<file path="config.mk">
export PLATFORM = sky130hd
export DESIGN_NAME = signed_integer_to_decimal_ascii_unit
export DESIGN_NICKNAME = d
export VERILOG_FILES = /design/src/sitda_pkg.sv /design/src/signed_integer_to_decimal_ascii_unit.sv /design/src/sitda_bcd_step.sv
export SDC_FILE = /design/constraint.sdc
export NUM_CORES = 1
export LEC_CHECK = 0
export ABC_CLOCK_PERIOD_IN_PS = 5500
export BUFFER_PORTS_ARGS = -buffer_cell sky130_fd_sc_hd__buf_4
export CORE_MARGIN = 5
export CORE_UTILIZATION = 25
export CTS_CLUSTER_DIAMETER = 120
export DETAILED_ROUTE_END_ITERATION = 7
export SETUP_SLACK_MARGIN = 0.5
export SLEW_MARGIN = 30
export SYNTH_ARGS = -nofsm -noshare
export SYNTH_HDL_FRONTEND = slang
export SYNTH_HIERARCHICAL = 1
export SYNTH_SLANG_ARGS = --single-unit
</file>
<file path="constraint.sdc">
create_clock -name clk -period 5.5 [get_ports clk]
set_clock_uncertainty 0.05 [all_clocks]
set_input_delay 0 -clock clk [delete_from_list [all_inputs] [get_ports clk]]
set_output_delay 0 -clock clk [all_outputs]
set_load 0.005 [all_outputs]
</file>
<file path="src/sitda_pkg.sv">
// Shared types and constants for the signed integer to decimal text converter.
`timescale 1ns / 1ps
`default_nettype none

package sitda_pkg;

    localparam logic [7:0] ASCII_ZERO  = 8'd48;
    localparam logic [7:0] ASCII_MINUS = 8'd45;
    localparam logic [3:0] BCD_ADJ_MIN = 4'd5;
    localparam logic [3:0] BCD_ADJ_ADD = 4'd3;

    typedef enum logic [2:0] {
        ST_IDLE,
        ST_CONV,
        ST_SCAN,
        ST_SIGN,
        ST_EMIT
    } sitda_state_t;

endpackage

`default_nettype wire

</file>
<file path="src/signed_integer_to_decimal_ascii_unit.sv">
// Top level: converts a signed integer into its decimal ASCII characters.
//
// Input channel: value with in_valid / in_stall. A beat is taken when in_valid
// is high and in_stall is low. in_stall rises after the accepted beat and stays
// high until the number's final character is loaded into the output register.
// Output channel: character and last with out_valid / out_stall. One beat per
// character, most significant digit first, a leading '-' for negative numbers,
// and last set on the final digit.
// Timing: the magnitude is converted by a shared shift-and-add-3 step, one
// input bit per cycle, over all VALUE_BITS bits. Leading zero digits are then
// dropped at one per cycle, the sequencer then picks the sign or the first
// digit, and the characters go out one per cycle while the receiver does not
// stall.
// The output register lets the final character wait while the next number is
// already accepted.
// Reset clears the sequencer and the output valid; the block comes out of
// reset idle and ready. While the receiver stalls, the output beat holds and
// the sequencer waits to load the next character.
`timescale 1ns / 1ps
`default_nettype none

module signed_integer_to_decimal_ascii_unit #(
    parameter int VALUE_BITS = 32
) (
    input  wire logic                  clk,
    input  wire logic                  rst_n,
    input  wire logic                  in_valid,
    output logic                       in_stall,
    input  wire logic [VALUE_BITS-1:0] value,
    output logic                       out_valid,
    input  wire logic                  out_stall,
    output logic [7:0]                 character,
    output logic                       last
);
    import sitda_pkg::*;

    localparam int NUM_DIGITS = (VALUE_BITS * 30103) / 100000 + 1;
    localparam int BCD_BITS   = 4 * NUM_DIGITS;
    localparam int CNT_W      = $clog2(VALUE_BITS);
    localparam int DIG_W      = $clog2(NUM_DIGITS + 1);

    sitda_state_t          state_reg, state_next;
    logic [VALUE_BITS-1:0] mag_reg, mag_next;
    logic [BCD_BITS-1:0]   bcd_reg, bcd_next;
    logic [CNT_W-1:0]      cnt_reg, cnt_next;
    logic [DIG_W-1:0]      dig_left_reg, dig_left_next;
    logic                  neg_reg, neg_next;
    logic                  out_valid_reg, out_valid_next;
    logic [7:0]            char_reg, char_next;
    logic                  last_reg, last_next;

    logic [BCD_BITS-1:0]   bcd_step;
    logic [VALUE_BITS-1:0] neg_value;
    logic [3:0]            top_digit;
    logic                  slot_free;

    sitda_bcd_step #(
        .DIGITS(NUM_DIGITS)
    ) u_step (
        .bcd        (bcd_reg),
        .in_bit     (mag_reg[VALUE_BITS-1]),
        .bcd_shifted(bcd_step)
    );

    assign neg_value = ~value + 1'b1;
    assign top_digit = bcd_reg[BCD_BITS-1 -: 4];
    assign slot_free = !out_valid_reg || !out_stall;

    always_ff @(posedge clk or negedge rst_n)
    begin
        if (!rst_n)
        begin
            state_reg     <= ST_IDLE;
            out_valid_reg <= 1'b0;
        end
        else
        begin
            state_reg     <= state_next;
            out_valid_reg <= out_valid_next;
        end
    end

    always_ff @(posedge clk)
    begin
        mag_reg      <= mag_next;
        bcd_reg      <= bcd_next;
        cnt_reg      <= cnt_next;
        dig_left_reg <= dig_left_next;
        neg_reg      <= neg_next;
        char_reg     <= char_next;
        last_reg     <= last_next;
    end

    always_comb
    begin
        state_next     = state_reg;
        mag_next       = mag_reg;
        bcd_next       = bcd_reg;
        cnt_next       = cnt_reg;
        dig_left_next  = dig_left_reg;
        neg_next       = neg_reg;
        out_valid_next = out_valid_reg && out_stall;
        char_next      = char_reg;
        last_next      = last_reg;

        case (state_reg)
            ST_IDLE:
            begin
                if (in_valid)
                begin
                    neg_next      = value[VALUE_BITS-1];
                    mag_next      = value[VALUE_BITS-1] ? neg_value : value;
                    bcd_next      = '0;
                    cnt_next      = CNT_W'(VALUE_BITS - 1);
                    dig_left_next = DIG_W'(NUM_DIGITS);
                    state_next    = ST_CONV;
                end
            end
            ST_CONV:
            begin
                bcd_next = bcd_step;
                mag_next = {mag_reg[VALUE_BITS-2:0], 1'b0};
                cnt_next = cnt_reg - 1'b1;
                if (cnt_reg == '0)
                begin
                    state_next = ST_SCAN;
                end
            end
            ST_SCAN:
            begin
                // Drop leading zeros, but keep the units digit so zero prints as '0'.
                if (top_digit == 4'd0 && dig_left_reg != DIG_W'(1))
                begin
                    bcd_next      = {bcd_reg[BCD_BITS-5:0], 4'd0};
                    dig_left_next = dig_left_reg - 1'b1;
                end
                else if (neg_reg)
                begin
                    state_next = ST_SIGN;
                end
                else
                begin
                    state_next = ST_EMIT;
                end
            end
            ST_SIGN:
            begin
                if (slot_free)
                begin
                    out_valid_next = 1'b1;
                    char_next      = ASCII_MINUS;
                    last_next      = 1'b0;
                    state_next     = ST_EMIT;
                end
            end
            ST_EMIT:
            begin
                if (slot_free)
                begin
                    out_valid_next = 1'b1;
                    char_next      = ASCII_ZERO + {4'd0, top_digit};
                    last_next      = (dig_left_reg == DIG_W'(1));
                    bcd_next       = {bcd_reg[BCD_BITS-5:0], 4'd0};
                    dig_left_next  = dig_left_reg - 1'b1;
                    if (dig_left_reg == DIG_W'(1))
                    begin
                        state_next = ST_IDLE;
                    end
                end
            end
            default:
            begin
                state_next = ST_IDLE;
            end
        endcase
    end

    assign in_stall  = (state_reg != ST_IDLE);
    assign out_valid = out_valid_reg;
    assign character = char_reg;
    assign last      = last_reg;

endmodule

`default_nettype wire

</file>
<file path="src/sitda_bcd_step.sv">
// One shift-and-add-3 step of the binary to BCD converter.
`timescale 1ns / 1ps
`default_nettype none

module sitda_bcd_step #(
    parameter int DIGITS = 10
) (
    input  wire logic [4*DIGITS-1:0] bcd,
    input  wire logic                in_bit,
    output logic [4*DIGITS-1:0]      bcd_shifted
);
    import sitda_pkg::*;

    logic [4*DIGITS-1:0] adjusted;

    // Every digit of five or more gets three added, so that the following
    // doubling carries correctly into the next decimal digit.
    always_comb
    begin
        for (int d = 0; d < DIGITS; d++)
        begin
            if (bcd[4*d +: 4] >= BCD_ADJ_MIN)
            begin
                adjusted[4*d +: 4] = bcd[4*d +: 4] + BCD_ADJ_ADD;
            end
            else
            begin
                adjusted[4*d +: 4] = bcd[4*d +: 4];
            end
        end
    end

    assign bcd_shifted = {adjusted[4*DIGITS-2:0], in_bit};

endmodule

`default_nettype wire

</file>
---- Word-level counts from Yosys, hierarchy flattened ----
Cells that the tools add are included.
W data, S select, Z words.
word-level totals
  register bits ........................... 95
cells by class
  add/sub/neg operators ................... 14
  $lt $le $gt $ge ......................... 10
  equality and inequality tests ........... 13
  mux-type cells .......................... 39
  bitwise logic cells ..................... 1
  reductions and logical operators ........ 20
operator list
  cell                     count
  $pmux W40 S4             1
  $mux W40                 3
  $mux W32                 2
  $pmux W32 S2             1
  $mux W4                  12
  $ge A4 B3 Y1 const B     10
  $add A4 B2 Y4 const B    9
  $add A32 B1 Y32 const B  1
  $not A32 Y32             1
  $mux W3                  8
  $mux W8                  2
  $pmux W8 S2              1
  $pmux W3 S5              1
  $ne A2 B2 Y1 const B     7
  $pmux W4 S3              1
  $pmux W5 S2              1
  $reduce_and A4 Y1        2
  $add A6 B4 Y7 const A    1
  $eq A3 B2 Y1 const B     2
  $reduce_and A6 Y1        1
  $reduce_bool A3 Y1       2
  $logic_not A5 Y1         1
  $mux W5                  1
  $sub A5 B1 Y5 const B    1
  18 further kinds         25

---- Longest topological paths before layout ----
  word-level depth ........................ 5
  depth in mapped cells ................... 7

---- Cells and area by module ----
The synthesis kept the hierarchy.
by module, submodules not included
  module                                instances  cells an instance  area an instance (sq um)
  signed_integer_to_decimal_ascii_unit  1          386                4652.0
  sitda_bcd_step                        1          157                1001.0

---- Worst setup path before layout ----
No wires, ideal clock.
  path kind ............................... register to register
  start point ............................. register state_reg[2]
  end point ............................... register bcd_reg[0] (enable)
  setup time .............................. 0.500 ns
  arrival ................................. 3.885 ns
  setup slack ............................. 1.065 ns
  stages on the path, launching flop included .. 4
  clock period less this slack ............ 4.435 ns
  cells stage by stage .................... dfrtp_1 > clkbuf_1 > o21ai_0 > o32ai_1
between the ends
  longest elaborated chain between the ends .. 3
RTL lines
  what                                                          line                                         source
  from (decl)                                                   signed_integer_to_decimal_ascii_unit.sv:42   sitda_state_t state_reg, state_next;
  from (signal assigned)                                        signed_integer_to_decimal_ascii_unit.sv:78   state_reg <= state_next;
  $eq A3 B3 Y1, or another cell as far along                    signed_integer_to_decimal_ascii_unit.sv:106  case (state_reg)
  $reduce_bool A4 Y1 (no line) or $ne A2 B2 Y1 (tied branches)  n/a
  $reduce_and A4 Y1 (no line) *                                 n/a
  to (signal assigned)                                          signed_integer_to_decimal_ascii_unit.sv:86   bcd_reg <= bcd_next;
  to (decl)                                                     signed_integer_to_decimal_ascii_unit.sv:44   logic [BCD_BITS-1:0] bcd_reg, bcd_next;
Mark *: on every way between the ends. The rest lies on a longest branch, timed or not.
A chain may end at the register's enable or synchronous reset.

---- Final worst setup path ----
  start point ............................. input port value[12]
  end point ............................... register mag_reg[23], data pin
between the ends
  longest elaborated chain between the ends .. 5
RTL lines
  what                  line                                         source
  from (decl)           signed_integer_to_decimal_ascii_unit.sv:29   input wire logic [VALUE_BITS-1:0] value,
  $not A32 Y32          signed_integer_to_decimal_ascii_unit.sv:65   assign neg_value = ~value + 1'b1;
  $add A32 B1 Y32       signed_integer_to_decimal_ascii_unit.sv:65
  $mux W32              signed_integer_to_decimal_ascii_unit.sv:112  mag_next = value[VALUE_BITS-1] ? neg_value : value;
  $mux W32              signed_integer_to_decimal_ascii_unit.sv:109  if (in_valid)
  $pmux W32 S2          signed_integer_to_decimal_ascii_unit.sv:106
  net mag_next[23]      signed_integer_to_decimal_ascii_unit.sv:43   logic [VALUE_BITS-1:0] mag_reg, mag_next;
  to (signal assigned)  signed_integer_to_decimal_ascii_unit.sv:85   mag_reg <= mag_next;
  to (decl)             signed_integer_to_decimal_ascii_unit.sv:43
The timed path passes the listed nets, and every way through them passes these cells. The select of a mux whose other input is x is not followed.

==> results.txt <==
----------------------------------------------------
[Outcome]
  Run status ... finished, final reports clean

[Final layout]
  Area growth from synthesis to layout ... 18.5%
  Number of nets in the final layout ... 646
  Max reg flops ... 40
  Finished Core Util ... 0.299
  Fraction of final layout cells with drive strength greater than 1 ... 0.151
  Final antenna diode count ... 0

[Timing]
  Final Cycle Share ... 0.481
  Final critical delay including setup and external delays ... 2.65 ns
  Setup repair after global routing missed its margin ... no
  Maximum achievable frequency ... 378 MHz
  Slew at the pin closest to its max-slew limit ... 0.637 ns
  Final setup violation count ... 0
  Final sum of negative setup slack ... 0 ns
  Worst rel slew slack ... 0.574
  Count of endpoints failing hold in the final timing report ... 0
  Max-slew violation total from the final report ... 0

[Critical path]
  Arrival time at the worst endpoint ... 2.67 ns
  Number of buffer and inverter instances along the worst setup path ... 2
  Largest driver fanout on the critical path ... 10
  Crit-path cells ... dlygate4sd3_1 -> buf_4 -> nor4_1 -> or4b_1 -> o41ai_2 -> xor2_1 -> a21oi_1
  Slowest stage cell, crit path ... sky130_fd_sc_hd__or4b_1
  Endpoint class of the critical path ... register
  Longest individual stage delay on the worst path ... 0.74 ns
  Setup crit start kind ... input port
  Cell type group with the largest total delay on the critical path ... simple AND/OR/NAND/NOR gates
  Flop2flop setup slack ... 2.88 ns
  Critical path class ... input port to register
  Data required time at the worst endpoint ... 5.52 ns

[Clock tree]
  CTS tree ... built
  Clock latency of the later-clocked register in the worst-skew pair ... 0.34 ns
  Sink count of the clock tree ... 92
  Clock transition at path regs ... 0.06 ns
  CTS Root Cell ... sky130_fd_sc_hd__clkbuf_16
  Deepest clock path buffer count ... 2
  H-tree depth reported by CTS ... 3
  Number of buffers created by CTS ... 9

[Worst hold path]
  Class of the tightest hold or removal check ... input port to register

[Logic synthesis]
  Cell area after synthesis ... 5650 µm²
  Library cell with the highest instance count after synthesis ... sky130_fd_sc_hd__edfxtp_1
  EDFF count, synth ... 88
  Number of standard cells after synthesis ... 543
  Most instantiated flip-flop cell in the synthesis netlist ... sky130_fd_sc_hd__edfxtp_1
  Biggest area contributors in the synthesized netlist ... sky130_fd_sc_hd__edfxtp_1 (47%), sky130_fd_sc_hd__a22o_1 (5.6%), sky130_fd_sc_hd__ha_1 (5.5%), sky130_fd_sc_hd__nand2_1 (4.8%), sky130_fd_sc_hd__xor2_1 (3.7%)
  Distinct cells, synth ... 48
  Cell types with the highest counts after synthesis ... sky130_fd_sc_hd__edfxtp_1 (88), sky130_fd_sc_hd__nand2_1 (73), sky130_fd_sc_hd__a22o_1 (36)
  Ys Warns ... 6
  Syn_area_per_cell ... 10.4 µm²
  Cell type with the largest total area after synthesis ... sky130_fd_sc_hd__edfxtp_1
  Sequential element share of the synthesized area ... 0.485
  Share of async-settable or async-resettable flops after synthesis ... 0.0435
  Top-area cell type share of the netlist area ... 0.467
  Total of flip-flops plus latches after synthesis ... 92

[Route]
  Detailed Routing Iterations Pass 1 ... 4
  Antenna Violating Nets Remaining ... 0
  Per-cell routed wire length ... 12.5 µm
  Number of DRC markers in iteration 0 ... 173
  Total vias in the final route ... 4032
  Detailed-route vias per instance ... 4.61
  # DRC ... 0
  Routed Wire Length ... 10.9 mm

[Flow run]
  Count of max-cap constraint violations ... 0

[Power]
  Switch share ... 0.377
  Net switching power figure ... 1.42 mW
  Sequential fraction of design power ... 0.423
  Part of the power in combinational logic ... 0.414
  Clk pwr share ... 0.162
  Static leakage ... 2.53 nW
  Internal power ... 2.34 mW
  Maximum VDD drop ... 0.274 mV
  Power Dens Cells ... 562 nW/µm²

[Die]
  Count of standard-cell rows ... 55
  Die boundary height ... 160 µm
  Full die area ... 25700 µm²
  Core Footprint ... 22400 µm²
  Effective utilization at floorplan ... 0.252
  Die X ... 160 µm
  Number of primary I/O pins ... 47

[GRT]
  Largest net degree at the start of global routing ... 67
  Total congestion overflow after global routing ... 0
  Global-route total usage across every layer ... 0.0855
  Wire length of the first global-routing pass ... 18.5 mm
  Initial antenna violation count ... 0
  Via count of the first global-routing pass ... 3789

[Placement]
  Final HPWL DP ... 7.49 mm
  Port-buffer cells ... 43
  Global placement routability congestion ... 0.729

----------------------------------------------------
==> through the flow <==
step / power (mW) / worst slack (ns) / std cells / cell area (µm²) / hold slack, ns
floorplan: 2.77 / 1.06 / 544 / 5660 / -0.346
global route: 4.09 / 2.66 / 875 / 6700 / 0.0105
CTS: 3.82 / 2.85 / 875 / 6700 / 0.00568
finish: 3.76 / 2.85 / 875 / 6700 / 0.0148
global placement: 3.12 / 2.92 / 846 / 6260 / -0.246
detailed placement: 3.19 / 2.89 / 847 / 6290 / -0.246
==> cells in the final DEF, fill, tap and decap left out, types with 5 or more instances in the layout <==
cell / synthesis / final
sky130_fd_sc_hd__a21oi_1: 16 / 16
sky130_fd_sc_hd__a21oi_2: 10 / 10
sky130_fd_sc_hd__a22o_1: 36 / 36
sky130_fd_sc_hd__and2_1: 6 / 6
sky130_fd_sc_hd__buf_4: 4 / 46
sky130_fd_sc_hd__clkbuf_16: 0 / 9
sky130_fd_sc_hd__dlygate4sd3_1: 0 / 12
sky130_fd_sc_hd__edfxtp_1: 88 / 88
sky130_fd_sc_hd__ha_1: 25 / 25
sky130_fd_sc_hd__inv_1: 29 / 29
sky130_fd_sc_hd__mux2i_1: 11 / 11
sky130_fd_sc_hd__nand2_1: 73 / 73
sky130_fd_sc_hd__nand2b_1: 26 / 26
sky130_fd_sc_hd__nor2_1: 31 / 29
sky130_fd_sc_hd__nor3_1: 6 / 6
sky130_fd_sc_hd__nor4_1: 6 / 6
sky130_fd_sc_hd__o21ai_0: 35 / 34
sky130_fd_sc_hd__o21ai_1: 12 / 12
sky130_fd_sc_hd__o31ai_1: 9 / 9
sky130_fd_sc_hd__o41ai_2: 5 / 5
sky130_fd_sc_hd__or3_1: 5 / 5
sky130_fd_sc_hd__xnor2_1: 20 / 20
sky130_fd_sc_hd__xor2_1: 24 / 24
==> routing by layer <==
layer  wire length [µm]  vias up  track usage
met1               5410     1923        0.115
met5                  0        -            0
met3                366        9       0.0187
met4                122        0       0.0246
met2               5010       63        0.139
li1                   -     2037            -
==> logic make-up after synthesis <==
group,after synthesis,synth area share
adder cells (fa/ha/maj),25,0.0553
buffers and inverters,58,0.0438
flip-flops,92,0.485
multiplexers,13,0.0235
AO/OA/AOI/OAI,138,0.178
other,2,0.00133
AND/OR/NAND/NOR,171,0.145
XOR/XNOR,44,0.0682
==> worst min-delay path: stages <==
cell and delay [ns]:
sky130_fd_sc_hd__buf_4 0.11, sky130_fd_sc_hd__xnor2_1 0.06, sky130_fd_sc_hd__o21ai_0 0.12
==> cell type report <==
class | instances | area (µm²)
Timing Repair Buffer | 59 | 493
Clock inverter | 7 | 65.1
Clock buffer | 9 | 225
Inverter | 29 | 109
Sequential cell | 92 | 2740
Multi-Input combinational cell | 394 | 2710
Fill cell | 2347 | 15700
Tap cell | 285 | 357
==> what timing repair did <==
item / CTS / global route
buffers inserted: 0 / 0
endpoints found under the setup margin: 0 / 0
endpoints found under the hold margin: 14 / 0
hold buffers: 12 / 0
gates resized for setup: 0 / 0
==> worst paths after layout <==
path                         startpoint            to  cells past startpoint
min in group asynchronous         rst_n  state_reg[1]                      3
hold reg to reg             mag_reg[31]    bcd_reg[0]                      1
hold / removal                 value[8]    mag_reg[8]                      3
max in group asynchronous         rst_n     out_valid                      3
setup reg to reg           state_reg[0]   mag_reg[31]                      5
setup / recovery              value[12]   mag_reg[23]                      7
==> power by group through the flow <==
stage                     registers [mW]  clock network (mW)  logic (mW)
after floorplan                     1.54                   0        1.23
after global placement              1.61                   0        1.51
after detailed placement            1.61                   0        1.58
after CTS                           1.60               0.630        1.59
after global routing                1.64               0.661        1.78
final                               1.59               0.611        1.56
Note: power is estimated with default switching activity, not from simulation.
